==> src/pawg_pkg.sv <==
package pawg_pkg;

    // Widths of the sample path and configuration
    localparam int SAMPLE_W      = 16;
    localparam int CFG_INDEX_W   = 2;
    localparam int CFG_DATA_W    = 16;
    localparam int PHASE_WIDTH_DEFAULT = 16;

    // Sample queue between front and back
    localparam int QUEUE_DEPTH   = 2;
    localparam int QUEUE_PTR_W   = 1;
    localparam int QUEUE_CNT_W   = 2;

    // Accumulator width of the sine polynomial
    localparam int ACC_W         = 33;

    // Register indexes of the configuration port
    localparam logic [CFG_INDEX_W-1:0] REG_MODE       = 2'd0;
    localparam logic [CFG_INDEX_W-1:0] REG_PHASE_STEP = 2'd1;
    localparam logic [CFG_INDEX_W-1:0] REG_THRESHOLD  = 2'd2;

    // Reset values of the registers
    localparam logic [SAMPLE_W-1:0] PHASE_STEP_RESET = 16'd137;
    localparam logic [SAMPLE_W-1:0] THRESHOLD_RESET  = 16'd16384;

    // Q15 limits and fold points
    localparam logic signed [SAMPLE_W-1:0] Q15_MAX   = 16'sd32767;
    localparam logic signed [SAMPLE_W-1:0] Q15_MIN   = -16'sd32768;
    localparam logic signed [SAMPLE_W:0]   FOLD_HI   = 17'sd16384;
    localparam logic signed [SAMPLE_W:0]   FOLD_LO   = -17'sd16384;
    localparam logic [SAMPLE_W-1:0]        TRI_BIAS  = 16'h8001;
    localparam logic signed [ACC_W-1:0]    ROUND_ADD = 33'sd2048;

    // Taylor coefficients, Q3.12
    localparam logic signed [SAMPLE_W-1:0] COEF_A1 = 16'sd12868;
    localparam logic signed [SAMPLE_W-1:0] COEF_A3 = -16'sd21167;
    localparam logic signed [SAMPLE_W-1:0] COEF_A5 = 16'sd10445;
    localparam logic signed [SAMPLE_W-1:0] COEF_A7 = -16'sd2455;

    typedef enum logic [1:0] {
        MODE_SAWTOOTH = 2'd0,
        MODE_SQUARE   = 2'd1,
        MODE_TRIANGLE = 2'd2,
        MODE_SINE     = 2'd3
    } mode_t;

    typedef enum logic [1:0] {
        ST_IDLE,
        ST_MUL,
        ST_DONE
    } back_state_t;

    // One multiply per step: powers first, then polynomial terms
    typedef enum logic [2:0] {
        STEP_X2 = 3'd0,
        STEP_X3 = 3'd1,
        STEP_X5 = 3'd2,
        STEP_X7 = 3'd3,
        STEP_T1 = 3'd4,
        STEP_T3 = 3'd5,
        STEP_T5 = 3'd6,
        STEP_T7 = 3'd7
    } step_t;

    // Word carried through the queue: phase sample and block marker
    typedef struct packed {
        logic signed [SAMPLE_W-1:0] phase;
        logic                       last;
    } item_t;

    // Queue handshake between front and queue
    typedef struct packed {
        logic  push;
        item_t item;
    } push_t;

    // Saturating Q15 multiply result: floor(2*prod / 65536)
    function automatic logic signed [SAMPLE_W-1:0] qmul_sat(
        input logic signed [2*SAMPLE_W-1:0] prod
    );
        logic signed [2*SAMPLE_W-1:0] sh;
        sh = prod >>> 15;
        if (sh > 32'sd32767)
            return Q15_MAX;
        else if (sh < -32'sd32768)
            return Q15_MIN;
        else
            return sh[SAMPLE_W-1:0];
    endfunction

    // Round, scale Q3.12 back to Q15 and saturate
    function automatic logic signed [SAMPLE_W-1:0] poly_out(
        input logic signed [ACC_W-1:0] acc
    );
        logic signed [ACC_W-1:0] sh;
        sh = (acc + ROUND_ADD) >>> 12;
        if (sh > 33'sd32767)
            return Q15_MAX;
        else if (sh < -33'sd32768)
            return Q15_MIN;
        else
            return sh[SAMPLE_W-1:0];
    endfunction

endpackage

==> src/phase_accumulator_waveform_generator.sv <==
// Channel   Handshake            Payload
// s_        s_valid / s_ready    s_last_of_block
// m_        m_valid / m_ready    m_sample, m_last_out
// cfg_      cfg_wr_en            cfg_index, cfg_wr_data
//
// Sawtooth, square and triangle words pass the queue, the IDLE and DONE states and the output register;
// sine words also run the eight ST_MUL steps of the one shared 16x16 multiplier.
// Ticks are taken at one per clock until the two-word queue fills; the back end
// takes a new word from the queue only once the last one is loaded for output.
// Synchronous active-low reset clears the phase, the queue and the output valid flag.
// A stalled m_ready holds the output word; the back end then waits in place.
module phase_accumulator_waveform_generator #(
    parameter int PHASE_WIDTH = pawg_pkg::PHASE_WIDTH_DEFAULT
) (
    input  logic                                    aclk,
    input  logic                                    aresetn,
    input  logic                                    s_valid,
    output logic                                    s_ready,
    input  logic                                    s_last_of_block,
    output logic                                    m_valid,
    input  logic                                    m_ready,
    output logic signed [pawg_pkg::SAMPLE_W-1:0]    m_sample,
    output logic                                    m_last_out,
    input  logic                                    cfg_wr_en,
    input  logic [pawg_pkg::CFG_INDEX_W-1:0]        cfg_index,
    input  logic [pawg_pkg::CFG_DATA_W-1:0]         cfg_wr_data
);

    pawg_pkg::mode_t                        mode_reg;
    logic signed [pawg_pkg::SAMPLE_W-1:0]   phase_step_reg;
    logic signed [pawg_pkg::SAMPLE_W-1:0]   threshold_reg;

    pawg_pkg::push_t                        q_push;
    pawg_pkg::item_t                        q_item;
    logic                                   q_full;
    logic                                   q_valid;
    logic                                   q_pop;

    // Write the configuration registers; drop unknown indexes
    always_ff @(posedge aclk) begin
        if (!aresetn) begin
            mode_reg       <= pawg_pkg::MODE_SAWTOOTH;
            phase_step_reg <= pawg_pkg::PHASE_STEP_RESET;
            threshold_reg  <= pawg_pkg::THRESHOLD_RESET;
        end else if (cfg_wr_en) begin
            case (cfg_index)
                pawg_pkg::REG_MODE:
                    mode_reg <= pawg_pkg::mode_t'(cfg_wr_data[1:0]);
                pawg_pkg::REG_PHASE_STEP:
                    phase_step_reg <= cfg_wr_data;
                pawg_pkg::REG_THRESHOLD:
                    threshold_reg <= cfg_wr_data;
                default: ;
            endcase
        end
    end

    pawg_front #(
        .PHASE_WIDTH (PHASE_WIDTH)
    ) u_front (
        .aclk            (aclk),
        .aresetn         (aresetn),
        .s_valid         (s_valid),
        .s_ready         (s_ready),
        .s_last_of_block (s_last_of_block),
        .phase_step      (phase_step_reg),
        .q_full          (q_full),
        .q_push          (q_push)
    );

    pawg_queue u_queue (
        .aclk    (aclk),
        .aresetn (aresetn),
        .q_push  (q_push),
        .q_full  (q_full),
        .q_valid (q_valid),
        .q_item  (q_item),
        .q_pop   (q_pop)
    );

    pawg_back u_back (
        .aclk       (aclk),
        .aresetn    (aresetn),
        .q_valid    (q_valid),
        .q_item     (q_item),
        .q_pop      (q_pop),
        .mode       (mode_reg),
        .threshold  (threshold_reg),
        .m_valid    (m_valid),
        .m_ready    (m_ready),
        .m_sample   (m_sample),
        .m_last_out (m_last_out)
    );

endmodule

==> src/pawg_front.sv <==
module pawg_front #(
    parameter int PHASE_WIDTH = pawg_pkg::PHASE_WIDTH_DEFAULT
) (
    input  logic                                  aclk,
    input  logic                                  aresetn,
    input  logic                                  s_valid,
    output logic                                  s_ready,
    input  logic                                  s_last_of_block,
    input  logic signed [pawg_pkg::SAMPLE_W-1:0]  phase_step,
    input  logic                                  q_full,
    output pawg_pkg::push_t                       q_push
);

    logic [PHASE_WIDTH-1:0]       phase_reg;
    logic [PHASE_WIDTH-1:0]       phase_next;
    logic [PHASE_WIDTH-1:0]       step_ext;
    logic [pawg_pkg::SAMPLE_W-1:0] top_phase;
    logic                         accept;

    // Sign-extend or truncate the step to the accumulator width
    assign step_ext = PHASE_WIDTH'(phase_step);

    // Take the top 16 bits of the phase, zero fill when narrower
    generate
        if (PHASE_WIDTH >= pawg_pkg::SAMPLE_W) begin : g_wide
            assign top_phase = phase_reg[PHASE_WIDTH-1 -: pawg_pkg::SAMPLE_W];
        end else begin : g_narrow
            assign top_phase = {phase_reg, {(pawg_pkg::SAMPLE_W-PHASE_WIDTH){1'b0}}};
        end
    endgenerate

    assign s_ready = !q_full;
    assign accept  = s_valid && s_ready;

    // Advance the phase on every accepted tick
    assign phase_next = phase_reg + step_ext;

    always_ff @(posedge aclk) begin
        if (!aresetn) begin
            phase_reg <= '0;
        end else if (accept) begin
            phase_reg <= phase_next;
        end
    end

    // Hand the current phase to the queue
    always_comb begin
        q_push.push       = accept;
        q_push.item.phase = top_phase;
        q_push.item.last  = s_last_of_block;
    end

endmodule

==> src/pawg_queue.sv <==
module pawg_queue (
    input  logic              aclk,
    input  logic              aresetn,
    input  pawg_pkg::push_t   q_push,
    output logic              q_full,
    output logic              q_valid,
    output pawg_pkg::item_t   q_item,
    input  logic              q_pop
);

    pawg_pkg::item_t                   mem_reg [pawg_pkg::QUEUE_DEPTH];
    logic [pawg_pkg::QUEUE_PTR_W-1:0]  wr_ptr_reg;
    logic [pawg_pkg::QUEUE_PTR_W-1:0]  rd_ptr_reg;
    logic [pawg_pkg::QUEUE_CNT_W-1:0]  count_reg;
    logic [pawg_pkg::QUEUE_CNT_W-1:0]  count_next;
    logic                              do_push;
    logic                              do_pop;

    assign q_full  = (count_reg == pawg_pkg::QUEUE_CNT_W'(pawg_pkg::QUEUE_DEPTH));
    assign q_valid = (count_reg != '0);
    assign q_item  = mem_reg[rd_ptr_reg];

    assign do_push = q_push.push && !q_full;
    assign do_pop  = q_pop && q_valid;

    always_comb begin
        count_next = count_reg;
        if (do_push && !do_pop)
            count_next = count_reg + 1'b1;
        else if (do_pop && !do_push)
            count_next = count_reg - 1'b1;
    end

    // Track pointers and fill level
    always_ff @(posedge aclk) begin
        if (!aresetn) begin
            wr_ptr_reg <= '0;
            rd_ptr_reg <= '0;
            count_reg  <= '0;
        end else begin
            count_reg <= count_next;
            if (do_push)
                wr_ptr_reg <= wr_ptr_reg + 1'b1;
            if (do_pop)
                rd_ptr_reg <= rd_ptr_reg + 1'b1;
        end
    end

    // Store the incoming word
    always_ff @(posedge aclk) begin
        if (do_push)
            mem_reg[wr_ptr_reg] <= q_push.item;
    end

endmodule

==> src/pawg_back.sv <==
module pawg_back (
    input  logic                                  aclk,
    input  logic                                  aresetn,
    input  logic                                  q_valid,
    input  pawg_pkg::item_t                       q_item,
    output logic                                  q_pop,
    input  pawg_pkg::mode_t                       mode,
    input  logic signed [pawg_pkg::SAMPLE_W-1:0]  threshold,
    output logic                                  m_valid,
    input  logic                                  m_ready,
    output logic signed [pawg_pkg::SAMPLE_W-1:0]  m_sample,
    output logic                                  m_last_out
);

    localparam int W = pawg_pkg::SAMPLE_W;

    pawg_pkg::back_state_t    state_reg;
    pawg_pkg::back_state_t    state_next;
    pawg_pkg::step_t          step_reg;

    logic signed [W-1:0]      p_reg;
    logic                     last_reg;
    logic signed [W-1:0]      x_reg;
    logic signed [W-1:0]      x2_reg;
    logic signed [W-1:0]      x3_reg;
    logic signed [W-1:0]      x5_reg;
    logic signed [W-1:0]      x7_reg;
    logic signed [pawg_pkg::ACC_W-1:0] acc_reg;

    logic                     out_valid_reg;
    logic signed [W-1:0]      out_sample_reg;
    logic                     out_last_reg;

    logic                     out_free;
    logic                     load_out;
    logic signed [W-1:0]      mul_a;
    logic signed [W-1:0]      mul_b;
    logic signed [2*W-1:0]    prod;
    logic signed [W-1:0]      qprod;
    logic signed [W:0]        p_ext;
    logic signed [W:0]        fold;
    logic [W-1:0]             abs_p;
    logic signed [W-1:0]      result;

    assign out_free = !out_valid_reg || m_ready;

    // Next state
    always_comb begin
        state_next = state_reg;
        case (state_reg)
            pawg_pkg::ST_IDLE: begin
                if (q_valid) begin
                    if (mode == pawg_pkg::MODE_SINE)
                        state_next = pawg_pkg::ST_MUL;
                    else
                        state_next = pawg_pkg::ST_DONE;
                end
            end
            pawg_pkg::ST_MUL: begin
                if (step_reg == pawg_pkg::STEP_T7)
                    state_next = pawg_pkg::ST_DONE;
            end
            pawg_pkg::ST_DONE: begin
                if (out_free)
                    state_next = pawg_pkg::ST_IDLE;
            end
            default: state_next = pawg_pkg::ST_IDLE;
        endcase
    end

    // State outputs
    always_comb begin
        q_pop    = 1'b0;
        load_out = 1'b0;
        case (state_reg)
            pawg_pkg::ST_IDLE: q_pop    = q_valid;
            pawg_pkg::ST_MUL:  ;
            pawg_pkg::ST_DONE: load_out = out_free;
            default: ;
        endcase
    end

    always_ff @(posedge aclk) begin
        if (!aresetn) begin
            state_reg <= pawg_pkg::ST_IDLE;
            step_reg  <= pawg_pkg::STEP_X2;
        end else begin
            state_reg <= state_next;
            if (state_reg == pawg_pkg::ST_MUL)
                step_reg <= pawg_pkg::step_t'(step_reg + 3'd1);
            else
                step_reg <= pawg_pkg::STEP_X2;
        end
    end

    // Fold the phase into the quarter wave about zero
    assign p_ext = {q_item.phase[W-1], q_item.phase};
    always_comb begin
        if (p_ext > pawg_pkg::FOLD_HI)
            fold = 17'sd32767 - p_ext;
        else if (p_ext < pawg_pkg::FOLD_LO)
            fold = -17'sd32768 - p_ext;
        else
            fold = p_ext;
    end

    // Pick the operands of the shared multiplier
    always_comb begin
        case (step_reg)
            pawg_pkg::STEP_X2: begin mul_a = x_reg;             mul_b = x_reg;  end
            pawg_pkg::STEP_X3: begin mul_a = x2_reg;            mul_b = x_reg;  end
            pawg_pkg::STEP_X5: begin mul_a = x2_reg;            mul_b = x3_reg; end
            pawg_pkg::STEP_X7: begin mul_a = x2_reg;            mul_b = x5_reg; end
            pawg_pkg::STEP_T1: begin mul_a = pawg_pkg::COEF_A1; mul_b = x_reg;  end
            pawg_pkg::STEP_T3: begin mul_a = pawg_pkg::COEF_A3; mul_b = x3_reg; end
            pawg_pkg::STEP_T5: begin mul_a = pawg_pkg::COEF_A5; mul_b = x5_reg; end
            pawg_pkg::STEP_T7: begin mul_a = pawg_pkg::COEF_A7; mul_b = x7_reg; end
            default:           begin mul_a = x_reg;             mul_b = x_reg;  end
        endcase
    end

    assign prod  = mul_a * mul_b;
    assign qprod = pawg_pkg::qmul_sat(prod);

    // Load the word, then run the power and term steps
    always_ff @(posedge aclk) begin
        if (q_pop) begin
            p_reg    <= q_item.phase;
            last_reg <= q_item.last;
            x_reg    <= fold[W-1:0];
        end
        if (state_reg == pawg_pkg::ST_MUL) begin
            case (step_reg)
                pawg_pkg::STEP_X2: x2_reg  <= qprod;
                pawg_pkg::STEP_X3: x3_reg  <= qprod;
                pawg_pkg::STEP_X5: x5_reg  <= qprod;
                pawg_pkg::STEP_X7: x7_reg  <= qprod;
                pawg_pkg::STEP_T1: acc_reg <= pawg_pkg::ACC_W'(prod);
                default:           acc_reg <= acc_reg + pawg_pkg::ACC_W'(prod);
            endcase
        end
    end

    // Form the sample for the current mode
    assign abs_p = p_reg[W-1] ? W'(-p_reg) : p_reg;
    always_comb begin
        case (mode)
            pawg_pkg::MODE_SAWTOOTH: result = p_reg;
            pawg_pkg::MODE_SQUARE:
                result = (p_reg > threshold) ? pawg_pkg::Q15_MAX : pawg_pkg::Q15_MIN;
            pawg_pkg::MODE_TRIANGLE:
                result = {abs_p[W-2:0], 1'b0} + pawg_pkg::TRI_BIAS;
            pawg_pkg::MODE_SINE:     result = pawg_pkg::poly_out(acc_reg);
            default:                 result = p_reg;
        endcase
    end

    // Hold the finished word until it is taken
    always_ff @(posedge aclk) begin
        if (!aresetn) begin
            out_valid_reg <= 1'b0;
        end else if (load_out) begin
            out_valid_reg <= 1'b1;
        end else if (m_ready) begin
            out_valid_reg <= 1'b0;
        end
    end

    always_ff @(posedge aclk) begin
        if (load_out) begin
            out_sample_reg <= result;
            out_last_reg   <= last_reg;
        end
    end

    assign m_valid    = out_valid_reg;
    assign m_sample   = out_sample_reg;
    assign m_last_out = out_last_reg;

endmodule
==> config.mk <==
export PLATFORM = sky130hd
export DESIGN_NAME = phase_accumulator_waveform_generator
export DESIGN_NICKNAME = d
export VERILOG_FILES = /design/src/pawg_pkg.sv /design/src/phase_accumulator_waveform_generator.sv /design/src/pawg_front.sv /design/src/pawg_queue.sv /design/src/pawg_back.sv
export SDC_FILE = /design/constraint.sdc
export NUM_CORES = 1
export LEC_CHECK = 0
export ABC_AREA = 0
export BUFFER_PORTS_ARGS = -buffer_cell sky130_fd_sc_hd__buf_2
export CAP_MARGIN = 25
export CORE_MARGIN = 2
export CORE_UTILIZATION = 40
export DETAILED_ROUTE_END_ITERATION = 12
export GPL_ROUTABILITY_DRIVEN = 0
export GPL_TIMING_DRIVEN = 0
export SLEW_MARGIN = 20
export SYNTH_ARGS = -nofsm -noshare
export SYNTH_HDL_FRONTEND = slang
export SYNTH_SLANG_ARGS = --single-unit
==> constraint.sdc <==
create_clock -name aclk -period 11.2 [get_ports aclk]
set_input_delay 2.24 -clock aclk [delete_from_list [all_inputs] [get_ports aclk]]
set_output_delay 2.24 -clock aclk [all_outputs]
set_load 0.005 [all_outputs]
* Word-level counts from Yosys, hierarchy flattened
Memories as Yosys holds them, arrays and structs flattened. A register that Yosys moved wholly into a read port is not among the register bits. Cells that the tools add are included. Widths: inputs -> output; s select.
Word-level totals: bits of input ports 24, bits in read-only memories 0, word-level logic and storage cells 119, memories kept 1, bits in writable memories 34, flip-flop bits (word level) 207, bits in latches 0
Memory list:
- u_queue.mem_reg | words 2, bits a word 17, rd ports 1, clocked after Yosys merged registers in 1, wr ports 1, line pawg_queue.sv:11 | pawg_pkg::item_t mem_reg [pawg_pkg::QUEUE_DEPTH];
Cells by class: add/subtract/negate cells 12, magnitude comparators 7, bitwise gates (word level) 1, reductions and logical operators 32, equal/unequal tests 18, shifts and indexed selects 0, multiplexer cells 27, div/mod/pow operators 0, multiply operators 1
Operator list (number):
- $pmux 16 s4 | 2
- $mux 16 | 7
- $pmux 16 s6 | 1
- $pmux 33 s2 | 1
- $add 33x13->33 const B | 1
- $add 33x32->33 | 1
- $mul 16x16->32 | 1
- $sub 16x16->16 const A | 2
- $gt 21x16->1 const B | 1
- $lt 21x16->1 const B | 1
- $reduce_and 2->1 | 9
- $gt 17x16->1 const B | 1
- $lt 17x16->1 const B | 1
- $add 16x16->16 | 1
- $add 16x16->16 const B | 1
- $gt 16x16->1 | 1
- $gt 16x16->1 const B | 1
- $lt 16x15->1 const B | 1
- $mux 15 | 1
- $neg 15->15 | 1
- $eq 3x3->1 const B | 4
- $mux 2 | 6
- $eq 2x2->1 const B | 5
- $mux 1 | 8
- other kinds (20) | 39

* Logic depth before layout (Yosys ltp)
Gate-level depths: netlist (run 1).
depth after elaboration 8, mapped depth 44, depth with buffers taken out 41

* Cells and area by module
Synthesis (run 1) repeated with hierarchy kept, for this count alone.
Second synthesis, totals: cells, all modules 2406, area, all modules 23473.8 µm²
By module, submodules not included:
- pawg_back | cells an instance 2026, sequential area each 4534.3 µm², instances 1, area an instance 19342.3 µm²
- pawg_queue | cells an instance 78, sequential area each 1121.1 µm², instances 1, area an instance 1461.4 µm²
- pawg_front | cells an instance 166, sequential area each 320.3 µm², instances 1, area an instance 1337.5 µm²
- phase_accumulator_waveform_generator | cells an instance 136, sequential area each 680.7 µm², instances 1, area an instance 1332.5 µm²

* Worst setup path after synthesis (run 1)
No wires, ideal clock.
path type register to register, start point register u_back.step_reg[0], end point register u_back.acc_reg[30] (netlist name), data pin, data arrival time 9.172 ns, path buffers 3, stages on the path, launching flop included 41, library setup time 0.260 ns, slack 1.769 ns, period minus slack after synthesis 9.431 ns, cell sequence dfxtp_1 inv_1 ha_1 inv_1 nor2_1 a21o_1 or3_1 clkbuf_1 clkbuf_1 o21ai_1 clkbuf_1 nor2_1 fa_1 inv_1 fa_1 fa_1 fa_1 inv_1 [5 not listed] a21o_1 a21oi_1 inv_1 o21a_1 o21a_1 o21a_1 o211ai_1 ha_1 a21o_1 a21oi_1 o21ai_0 a31o_2 o311a_1 o32ai_2 o21bai_1 a21oi_1 xnor2_1 mux2_2
Between the ends: longest elaborated chain between the ends 6, elaborated cells between the ends (all ways) 18
Ends and longest elaborated chain:
- start, declared | line pawg_back.sv:19 | pawg_pkg::step_t step_reg;
- start signal, assigned | line pawg_back.sv:86 | step_reg <= pawg_pkg::STEP_X2;
- start signal, assigned | line pawg_back.sv:90 | step_reg <= pawg_pkg::step_t'(step_reg + 3'd1);
- start signal, assigned | line pawg_back.sv:92 | step_reg <= pawg_pkg::STEP_X2;
- $eq 3x1->1 (tied with other cells) | line pawg_back.sv:109, pawg_back.sv:133
- $reduce_or 3->1 (no source line) or $reduce_or 2->1 (tied branches)
- $pmux 16 s6 or $pmux 16 s4 (tied branches) | line pawg_back.sv:109 | case (step_reg)
- $mul 16x16->32 | line pawg_back.sv:122 | assign prod = mul_a * mul_b;
- $add 33x32->33 | line pawg_back.sv:139 | default: acc_reg <= acc_reg + pawg_pkg::ACC_W'(prod);
- $pmux 33 s2 * | line pawg_back.sv:133 | case (step_reg)
- end signal, assigned | line pawg_back.sv:138 | pawg_pkg::STEP_T1: acc_reg <= pawg_pkg::ACC_W'(prod);
- end signal, assigned | line pawg_back.sv:139
- end, declared | line pawg_back.sv:28 | logic signed [pawg_pkg::ACC_W-1:0] acc_reg;
Mark *: on every way between the ends. The rest lies on a longest branch, timed or not. A chain may end at the register's enable or synchronous reset.

* Worst setup path in the final report (run 1)
start point register u_back.step_reg[1], end point register u_back.acc_reg[30] (netlist name), data pin
The elaborated chain is that of the path after synthesis.

==> results.json, run 1 <==
{
  "dp_hpwl_mm": 50.0,
  "cp_data_arrival_time_ps": 11150,
  "slowest_stage": "o21ai_1",
  "first_pass_iters": 5,
  "finalHoldViolCount": 0,
  "cp_top_family": "adder cells",
  "grt.overflow.total": 0,
  "cts.sinks": 242,
  "syn-instance-count": 2440,
  "dr_total_vias": 17627,
  "core_area_um2": 57600,
  "synth.yosys.warnings": 0,
  "use_met3_pct": 2.95,
  "multi_input_area_um2": 15000,
  "stdcell_area_um2": 25700,
  "synth-seq-cells": 242,
  "clk_path_buf_depth": 3,
  "cts-buffers-inserted": 26,
  "outcome": "completed",
  "fin_crit_sh_pct": 96.8,
  "vias_per_cell": 5.34,
  "grt_pass1_vias": 17971,
  "routedWlPerCell_um": 19.0,
  "drc": 0,
  "placed_area_um2": 24600,
  "final_layout_size_suffix_gt1_share_pct": 8.16,
  "ctsHtreeMaxLevel": 1,
  "start_util_pct": 40.4,
  "wl_mm": 62.7,
  "syn_nets": 2887,
  "rsz0062_at_grt": "true",
  "tightestPinTransition_ps": 1070,
  "clk_pin_slew_ps": 60,
  "grt_util_met1_pct": 28.4,
  "area_growth_syn_to_layout_pct": 10.4,
  "rows": 88,
  "dieArea_um2": 60100,
  "path_max_fanout": 10,
  "die_w_um": 245,
  "busiest_layer": "met2",
  "finalSetupViolCount": 0,
  "mostFrequentLayoutCells": "382 x inv_1, 267 x nand2_1, 263 x fa_1, 216 x nor2_1, 181 x edfxtp_1",
  "worstHoldPathType": "flop to flop",
  "num_antenna_cells": 0,
  "grt_pass1_wl_mm": 99.1,
  "max_freq_mhz": 92.3,
  "crit_required_ps": 11510,
  "final.setup.worst_slack_ps": 362,
  "portBuffers": 42,
  "largest_reg_flops": 34,
  "seq_area_frac_synth_pct": 28.6,
  "layout_commonest_cell": "inv_1",
  "final_max_slew_viol_count": 0,
  "synth_cell_types": 76,
  "fin_nets": 2965,
  "cts_tree": "done",
  "slowest_delay_ps": 610,
  "cpMostUsedCell": "fa_1",
  "crit_type": "flop to flop",
  "postSynthAreaPerCell_um2": 9.54,
  "regArea_um2": 6660,
  "met2_usage_pct": 35.0,
  "antenna_found_initial": 3,
  "grt_max_degree": 28,
  "min_period_ps": 10840,
  "nFillCells": 5559,
  "finClkSkew_ps": 19.6,
  "crit_path_end_kind": "flop",
  "drt_iter0_drc": 1334,
  "preCtsSetupSlack_ps": -767,
  "slew_headroom_pct": 28.1,
  "syn_area_um2": 23300,
  "io_pins": 43,
  "critPathBufInv": 7,
  "start_kind": "flop",
  "track_usage_pct": 21.1,
  "maxCapViolations": 0,
  "synth-edff-count": 181,
  "ys.flop_type": "edfxtp_1",
  "async_flop_share_pct": 0,
  "ant_nets": 0,
  "clk-insertion-delay-late_ps": 570,
  "root_buffer": "clkbuf_16",
  "die_y_um": 245
}
cell usage after synthesis (41+ instances only):
cell type / instances / area share [%]
inv_1: 382 / 6.2
nand2_1: 267 / 4.3
fa_1: 264 / 23
nor2_1: 217 / 3.5
edfxtp_1: 181 / 23
ha_1: 159 / 8.5
o21ai_0: 121 / 2.6
a21oi_1: 77 / 1.7
clkbuf_1: 74 / 1.2
xnor2_1: 71 / 2.7
dfxtp_1: 61 / 5.2
xor2_1: 43 / 1.6
a21boi_0: 41 / 1.3
worst min-delay path, stage by stage, from the launching register on:
cell,delay (ps)
dfxtp_1,310
nand2_1,50
a21boi_0,70
layout make-up:
class	instances	area share (%)
plain buffers	78	1.33
repair buffers	58	1.37
well taps	765	3.73
clock buffers	30	2.63
flip-flops and latches	242	25.9
inverters	383	5.60
clock inverters	18	1.08
multi-input cells	1729	58.4
metal layers:
layer,part of all wire (%),up-vias,routed length [um]
met4,3.6,2,2240
li1,-,8260,-
met2,47,543,29600
met5,0.021,-,13
met1,43,8691,26900
met3,6.1,131,3830
metrics by stage:
stage / setup TNS, ps / std cells / hold slack (ps) / utilization (%)
3_5_place_dp: -2390 / 3256 / 464 / 42.7
2_1_floorplan: 0 / 2440 / 400 / -
5_1_grt: -38.1 / 3303 / 478 / 44.6
4_1_cts: 0 / 3302 / 472 / 44.4
6_report: 0 / 3303 / 469 / 44.6
3_3_place_gp: -1580 / 3247 / 457 / 42.4
repair_timing:
action / in CTS / in global routing
resized for setup: 12 / 52
setup endpoints to repair: 8 / 13
gates cloned: 0 / 0
setup buffers: 0 / 5
hold buffers: 0 / 0
pin swaps: 0 / 3
path summary, 6_finish.rpt:
path	startpoint	end	slack, ps	cells past startpoint
max	u_back.step_reg[1]	u_back.acc_reg[30]	360	36
min reg2reg	threshold_reg[2]	threshold_reg[2]	470	2
min	threshold_reg[2]	threshold_reg[2]	470	2
max reg2reg	u_back.step_reg[1]	u_back.acc_reg[30]	360	36
kinds of logic after synthesis:
group / after synthesis / synth area share, %
DFF: 242 / 28.6
adders and majority gates: 438 / 31.9
muxes: 28 / 1.30
xor gates and xnor gates: 115 / 4.36
buffers and inverters: 469 / 7.65
AOI/OAI and AO/OA: 448 / 12.7
and+or+nand+nor: 700 / 13.4
Power of run 1 is not shown: default switching activity piles up to over one toggle a cycle in this logic, so the estimate is an artifact.
==> run 2, diff against run 1 <==
Settings changed: CORE_MARGIN 2 to default.
==> run 2 against run 1 <==
  * Via count fell by 0.22%
  * Die area fell by 1.6%
  * Worst setup slack better by 190 ps
  * Utilization decreased by 0.12 points
  * Flip-flop and latch count did not move
  * Maximum frequency is 1.7% higher
  * Non-clock buffer count is 1 higher
  * Critical path depth is 1 higher
  * Sequential share of layout area rose by 0.068 points
==> results.json, run 2 (synthesis gave the netlist of run 1 again) <==
{
  "outcome": "completed",
  "clk_pin_slew_ps": 60,
  "tightestPinTransition_ps": 993,
  "clk_path_buf_depth": 3,
  "maxCapViolations": 0,
  "crit_start": "u_back.step_reg[2]",
  "path_max_fanout": 10,
  "dr_total_vias": 17588,
  "rows": 88,
  "num_antenna_cells": 0,
  "finalSetupViolCount": 0,
  "first_pass_iters": 6,
  "dieArea_um2": 59200,
  "ctsHtreeMaxLevel": 1,
  "cp_data_arrival_time_ps": 10960,
  "vias_per_cell": 5.33,
  "endpoint": "u_back.acc_reg[30]",
  "root_buffer": "clkbuf_16",
  "finClkSkew_ps": 12.5,
  "track_usage_pct": 21.4,
  "finalHoldViolCount": 0,
  "drt_iter0_drc": 1304,
  "routedWlPerCell_um": 18.9,
  "wl_mm": 62.4,
  "final_max_slew_viol_count": 0,
  "r2r_cells": 37,
  "die_y_um": 243,
  "slew_headroom_pct": 33.4,
  "start_kind": "flop",
  "mostFrequentLayoutCells": "382 x inv_1, 267 x nand2_1, 263 x fa_1, 216 x nor2_1, 181 x edfxtp_1",
  "cpMostUsedCell": "fa_1",
  "grt_pass1_wl_mm": 99.4,
  "grt.overflow.total": 0,
  "start_util_pct": 40.4,
  "fin_crit_sh_pct": 95.1,
  "rrSetupSlack_ps": 550,
  "drc": 0,
  "area_growth_syn_to_layout_pct": 10.1,
  "max_freq_mhz": 93.9,
  "portBuffers": 42,
  "cts_tree": "done",
  "grt_pass1_vias": 17913,
  "die_w_um": 243,
  "crit_path_end_kind": "flop",
  "grt_max_degree": 23,
  "min_period_ps": 10650,
  "final_layout_size_suffix_gt1_share_pct": 8.16,
  "dp_hpwl_mm": 50.4,
  "slowest_stage": "fa_1",
  "clk-insertion-delay-late_ps": 560,
  "hold_slack_ps": 466,
  "crit_type": "flop to flop",
  "worstHoldPathType": "flop to flop",
  "fin_nets": 2965,
  "cts-buffers-inserted": 25,
  "cts_hold_buffers": 0,
  "nFillCells": 5552,
  "largest_reg_flops": 34,
  "cts.sinks": 242,
  "r2r_start": "u_back.step_reg[2]",
  "reg2reg_to": "u_back.acc_reg[30]",
  "crit_required_ps": 11510,
  "io_pins": 43,
  "antenna_found_initial": 1,
  "core_area_um2": 57600,
  "ant_nets": 0,
  "slowest_delay_ps": 620,
  "layout_commonest_cell": "inv_1"
}
-- run 2: cell types whose count changed in the layout (fill, tap and decap cells not counted), sizes merged --
cell and change:
clkbuf -2, clkinvlp -1, bufinv -2, clkinv +2
inv +2
-- run 2: how the worst min path moves through the flow --
| stage | startpoint | end | slack, ps | cells after the start |
|---|---|---|---|---|
| floorplan | u_back.last_reg | u_back.m_last_out | 400 | 0 |
| global placement | u_back.step_reg[0] | u_back.step_reg[0] | 450 | 1 |
| detailed placement | u_back.step_reg[0] | u_back.step_reg[0] | 460 | 1 |
| CTS | threshold_reg[5] | threshold_reg[5] | 470 | 2 |
| global route | threshold_reg[1] | threshold_reg[1] | 490 | 2 |
| finish | threshold_reg[5] | threshold_reg[5] | 470 | 2 |
-- run 2: stage by stage --
stage          instances  area [um2]  setup slack, ps  setup TNS, ps  util (%)
6_report            3302       25600              548              0      44.5
2_1_floorplan       2440       23300             1770              0         -
3_3_place_gp        3247       24400             -657          -1940      42.4
5_1_grt             3302       25600            -28.4          -28.4      44.5
4_1_cts             3301       25500             5.85              0      44.3
3_5_place_dp        3257       24600             -873          -3560      42.7
-- run 2: per-layer routing --
| layer | routed length [um] | vias up | share of wire, % | GRT usage, % |
|---|---|---|---|---|
| met4 | 1910 | 2 | 3.1 | 6.14 |
| li1 | - | 8257 | - | - |
| met5 | 17 | - | 0.027 | 0 |
| met1 | 26900 | 8644 | 43 | 28.6 |
| met2 | 29700 | 571 | 48 | 35.6 |
| met3 | 3940 | 114 | 6.3 | 3.35 |
-- run 2: cell type report --
type	count	area [um2]	share of cell area (%)
inverters	383	1440	5.61
clock inverters	19	230	0.898
flip-flops and latches	242	6660	26.0
well taps	765	957	3.73
plain buffers	79	347	1.35
multi-input cells	1729	15000	58.5
clock buffers	27	653	2.55
repair buffers	58	363	1.42
-- run 2: worst max-delay path, delay by kind of cell, from the launching register on --
kind            cells  cell delay [ps]
simple gates        2              670
flops               1              340
buf+inv             8             1420
compound gates     16             3580
fa+ha+maj           9             4050
mux                 1              250
xor+xnor            1               80
-- run 2: what timing repair did --
item,CTS,global route
setup buffers,0,3
resized for setup,9,55
pin swaps,0,3
setup endpoints to repair,10,13
Power of run 2 is left out for the same reason.
==> run 3, diff against run 2 <==
Clock period 11.2 ns to 12.9 ns, I/O delays scaled along.
==> run 3 against run 2 <==
  * Wire length down 0.32%
  * Worst hold slack about the same
  * Critical path depth down 1
  * Maximum frequency down 13%
  * Highest routed layer unchanged
  * Critical path type unchanged
==> results.json, run 3 (synthesis gave the netlist of run 1 again) <==
{
  "drc": 0,
  "fin_setup_tns_ps": 0,
  "post_cts_buffers": 0,
  "finalHoldViolCount": 0,
  "rsz0062_at_grt": "false",
  "clk_path_buf_depth": 3,
  "min_period_ps": 12270,
  "cts-buffers-inserted": 25,
  "num_antenna_cells": 0,
  "slew_headroom_pct": 29.2,
  "grt_pass1_wl_mm": 99.2,
  "cts_tree": "done",
  "start_util_pct": 40.4,
  "grt_max_degree": 23,
  "clk-insertion-delay-late_ps": 560,
  "routedWlPerCell_um": 18.8,
  "min_to": "threshold_reg[1]",
  "root_buffer": "clkbuf_16",
  "first_pass_iters": 6,
  "drt_iter0_drc": 1236,
  "hold_depth": 2,
  "clk_pin_slew_ps": 60,
  "cts_hold_buffers": 0,
  "rrSetupSlack_ps": 630,
  "wl_mm": 62.3,
  "grt.overflow.total": 0,
  "layout_commonest_cell": "inv_1",
  "final_layout_size_suffix_gt1_share_pct": 6.41,
  "maxCapViolations": 0,
  "mostFrequentLayoutCells": "382 x inv_1, 267 x nand2_1, 264 x fa_1, 216 x nor2_1, 181 x edfxtp_1",
  "ant_nets": 0,
  "reg2reg_to": "u_back.acc_reg[30]",
  "cp_data_arrival_time_ps": 12570,
  "worstHoldPathType": "flop to flop",
  "final_max_slew_viol_count": 0,
  "finClkSkew_ps": 11.3,
  "crit_required_ps": 13210,
  "min_from": "threshold_reg[1]",
  "r2r_start": "u_back.step_reg[1]",
  "r2r_cells": 36,
  "max_freq_mhz": 81.5,
  "core_area_um2": 57600,
  "post_cts_resized": 0,
  "crit_type": "flop to flop",
  "crit_path_end_kind": "flop",
  "grt_pass1_vias": 17893,
  "ctsHtreeMaxLevel": 1,
  "slowest_delay_ps": 930,
  "vias_per_cell": 5.33,
  "area_growth_syn_to_layout_pct": 9.56,
  "largest_reg_flops": 34,
  "dieArea_um2": 59200,
  "slowest_stage": "o41ai_1",
  "path_max_fanout": 10,
  "antenna_found_initial": 1,
  "start_kind": "flop",
  "tightestPinTransition_ps": 1050,
  "die_y_um": 243,
  "finalCoreUtilization_pct": 44.3,
  "portBuffers": 42,
  "fin_nets": 2969,
  "fin_crit_sh_pct": 95.1,
  "dp_hpwl_mm": 50.4,
  "outcome": "completed",
  "finalSetupViolCount": 0,
  "io_pins": 43,
  "die_w_um": 243,
  "rows": 88,
  "cts.sinks": 242,
  "dr_total_vias": 17624,
  "track_usage_pct": 21.3
}
run 3: per-layer routing:
layer  routed length (um)  global-route usage, %  part of all wire (%)  up-vias
met4                 1820                   6.25                   2.9        2
met5                   17                      0                 0.027        -
met1                26800                   28.6                    43     8704
met3                 3900                   3.31                   6.3      102
met2                29700                   35.5                    48      553
li1                     -                      -                     -     8263
run 3: worst max-delay path by stage:
stage                     slack [ps]  depth (start not counted)          startpoint                  to
after floorplan                 3470                         40  u_back.step_reg[0]  u_back.acc_reg[30]
after global placement          1040                         36  u_back.step_reg[1]  u_back.acc_reg[30]
after detailed placement         830                         36  u_back.step_reg[1]  u_back.acc_reg[30]
after CTS                        830                         36  u_back.step_reg[1]  u_back.acc_reg[30]
after global routing              40                         36  u_back.step_reg[1]  u_back.acc_reg[30]
final                            630                         36  u_back.step_reg[1]  u_back.acc_reg[30]
run 3: metrics by stage:
step           worst slack, ps  instance area [um2]  hold slack [ps]  cells
2_1_floorplan             3470                23300              400   2440
3_3_place_gp              1040                24400              449   3247
3_5_place_dp               827                24600              457   3257
4_1_cts                    832                25500              471   3303
5_1_grt                   40.8                25500              488   3306
6_report                   632                25500              466   3306
run 3: critical path: cells and delay by family, from the launching register on:
kind                       cells  cell delay (ps)
AOI/OAI and AO/OA             12             4470
DFF                            1              470
muxes                          1              250
buffers and inverters          9             1720
and+or+nand+nor                4              860
adders and majority gates      9             4140
xor gates and xnor gates       1               80
run 3: final cells by class:
class | count | area (um2)
multi-input combinational | 1729 | 14900
clock buffer | 27 | 653
buffer | 86 | 344
inverter | 383 | 1440
clock inverter | 19 | 230
tap | 765 | 957
fill | 5559 | 32100
timing repair buffer | 55 | 340
sequential | 242 | 6660
Power of run 3 is left out for the same reason.
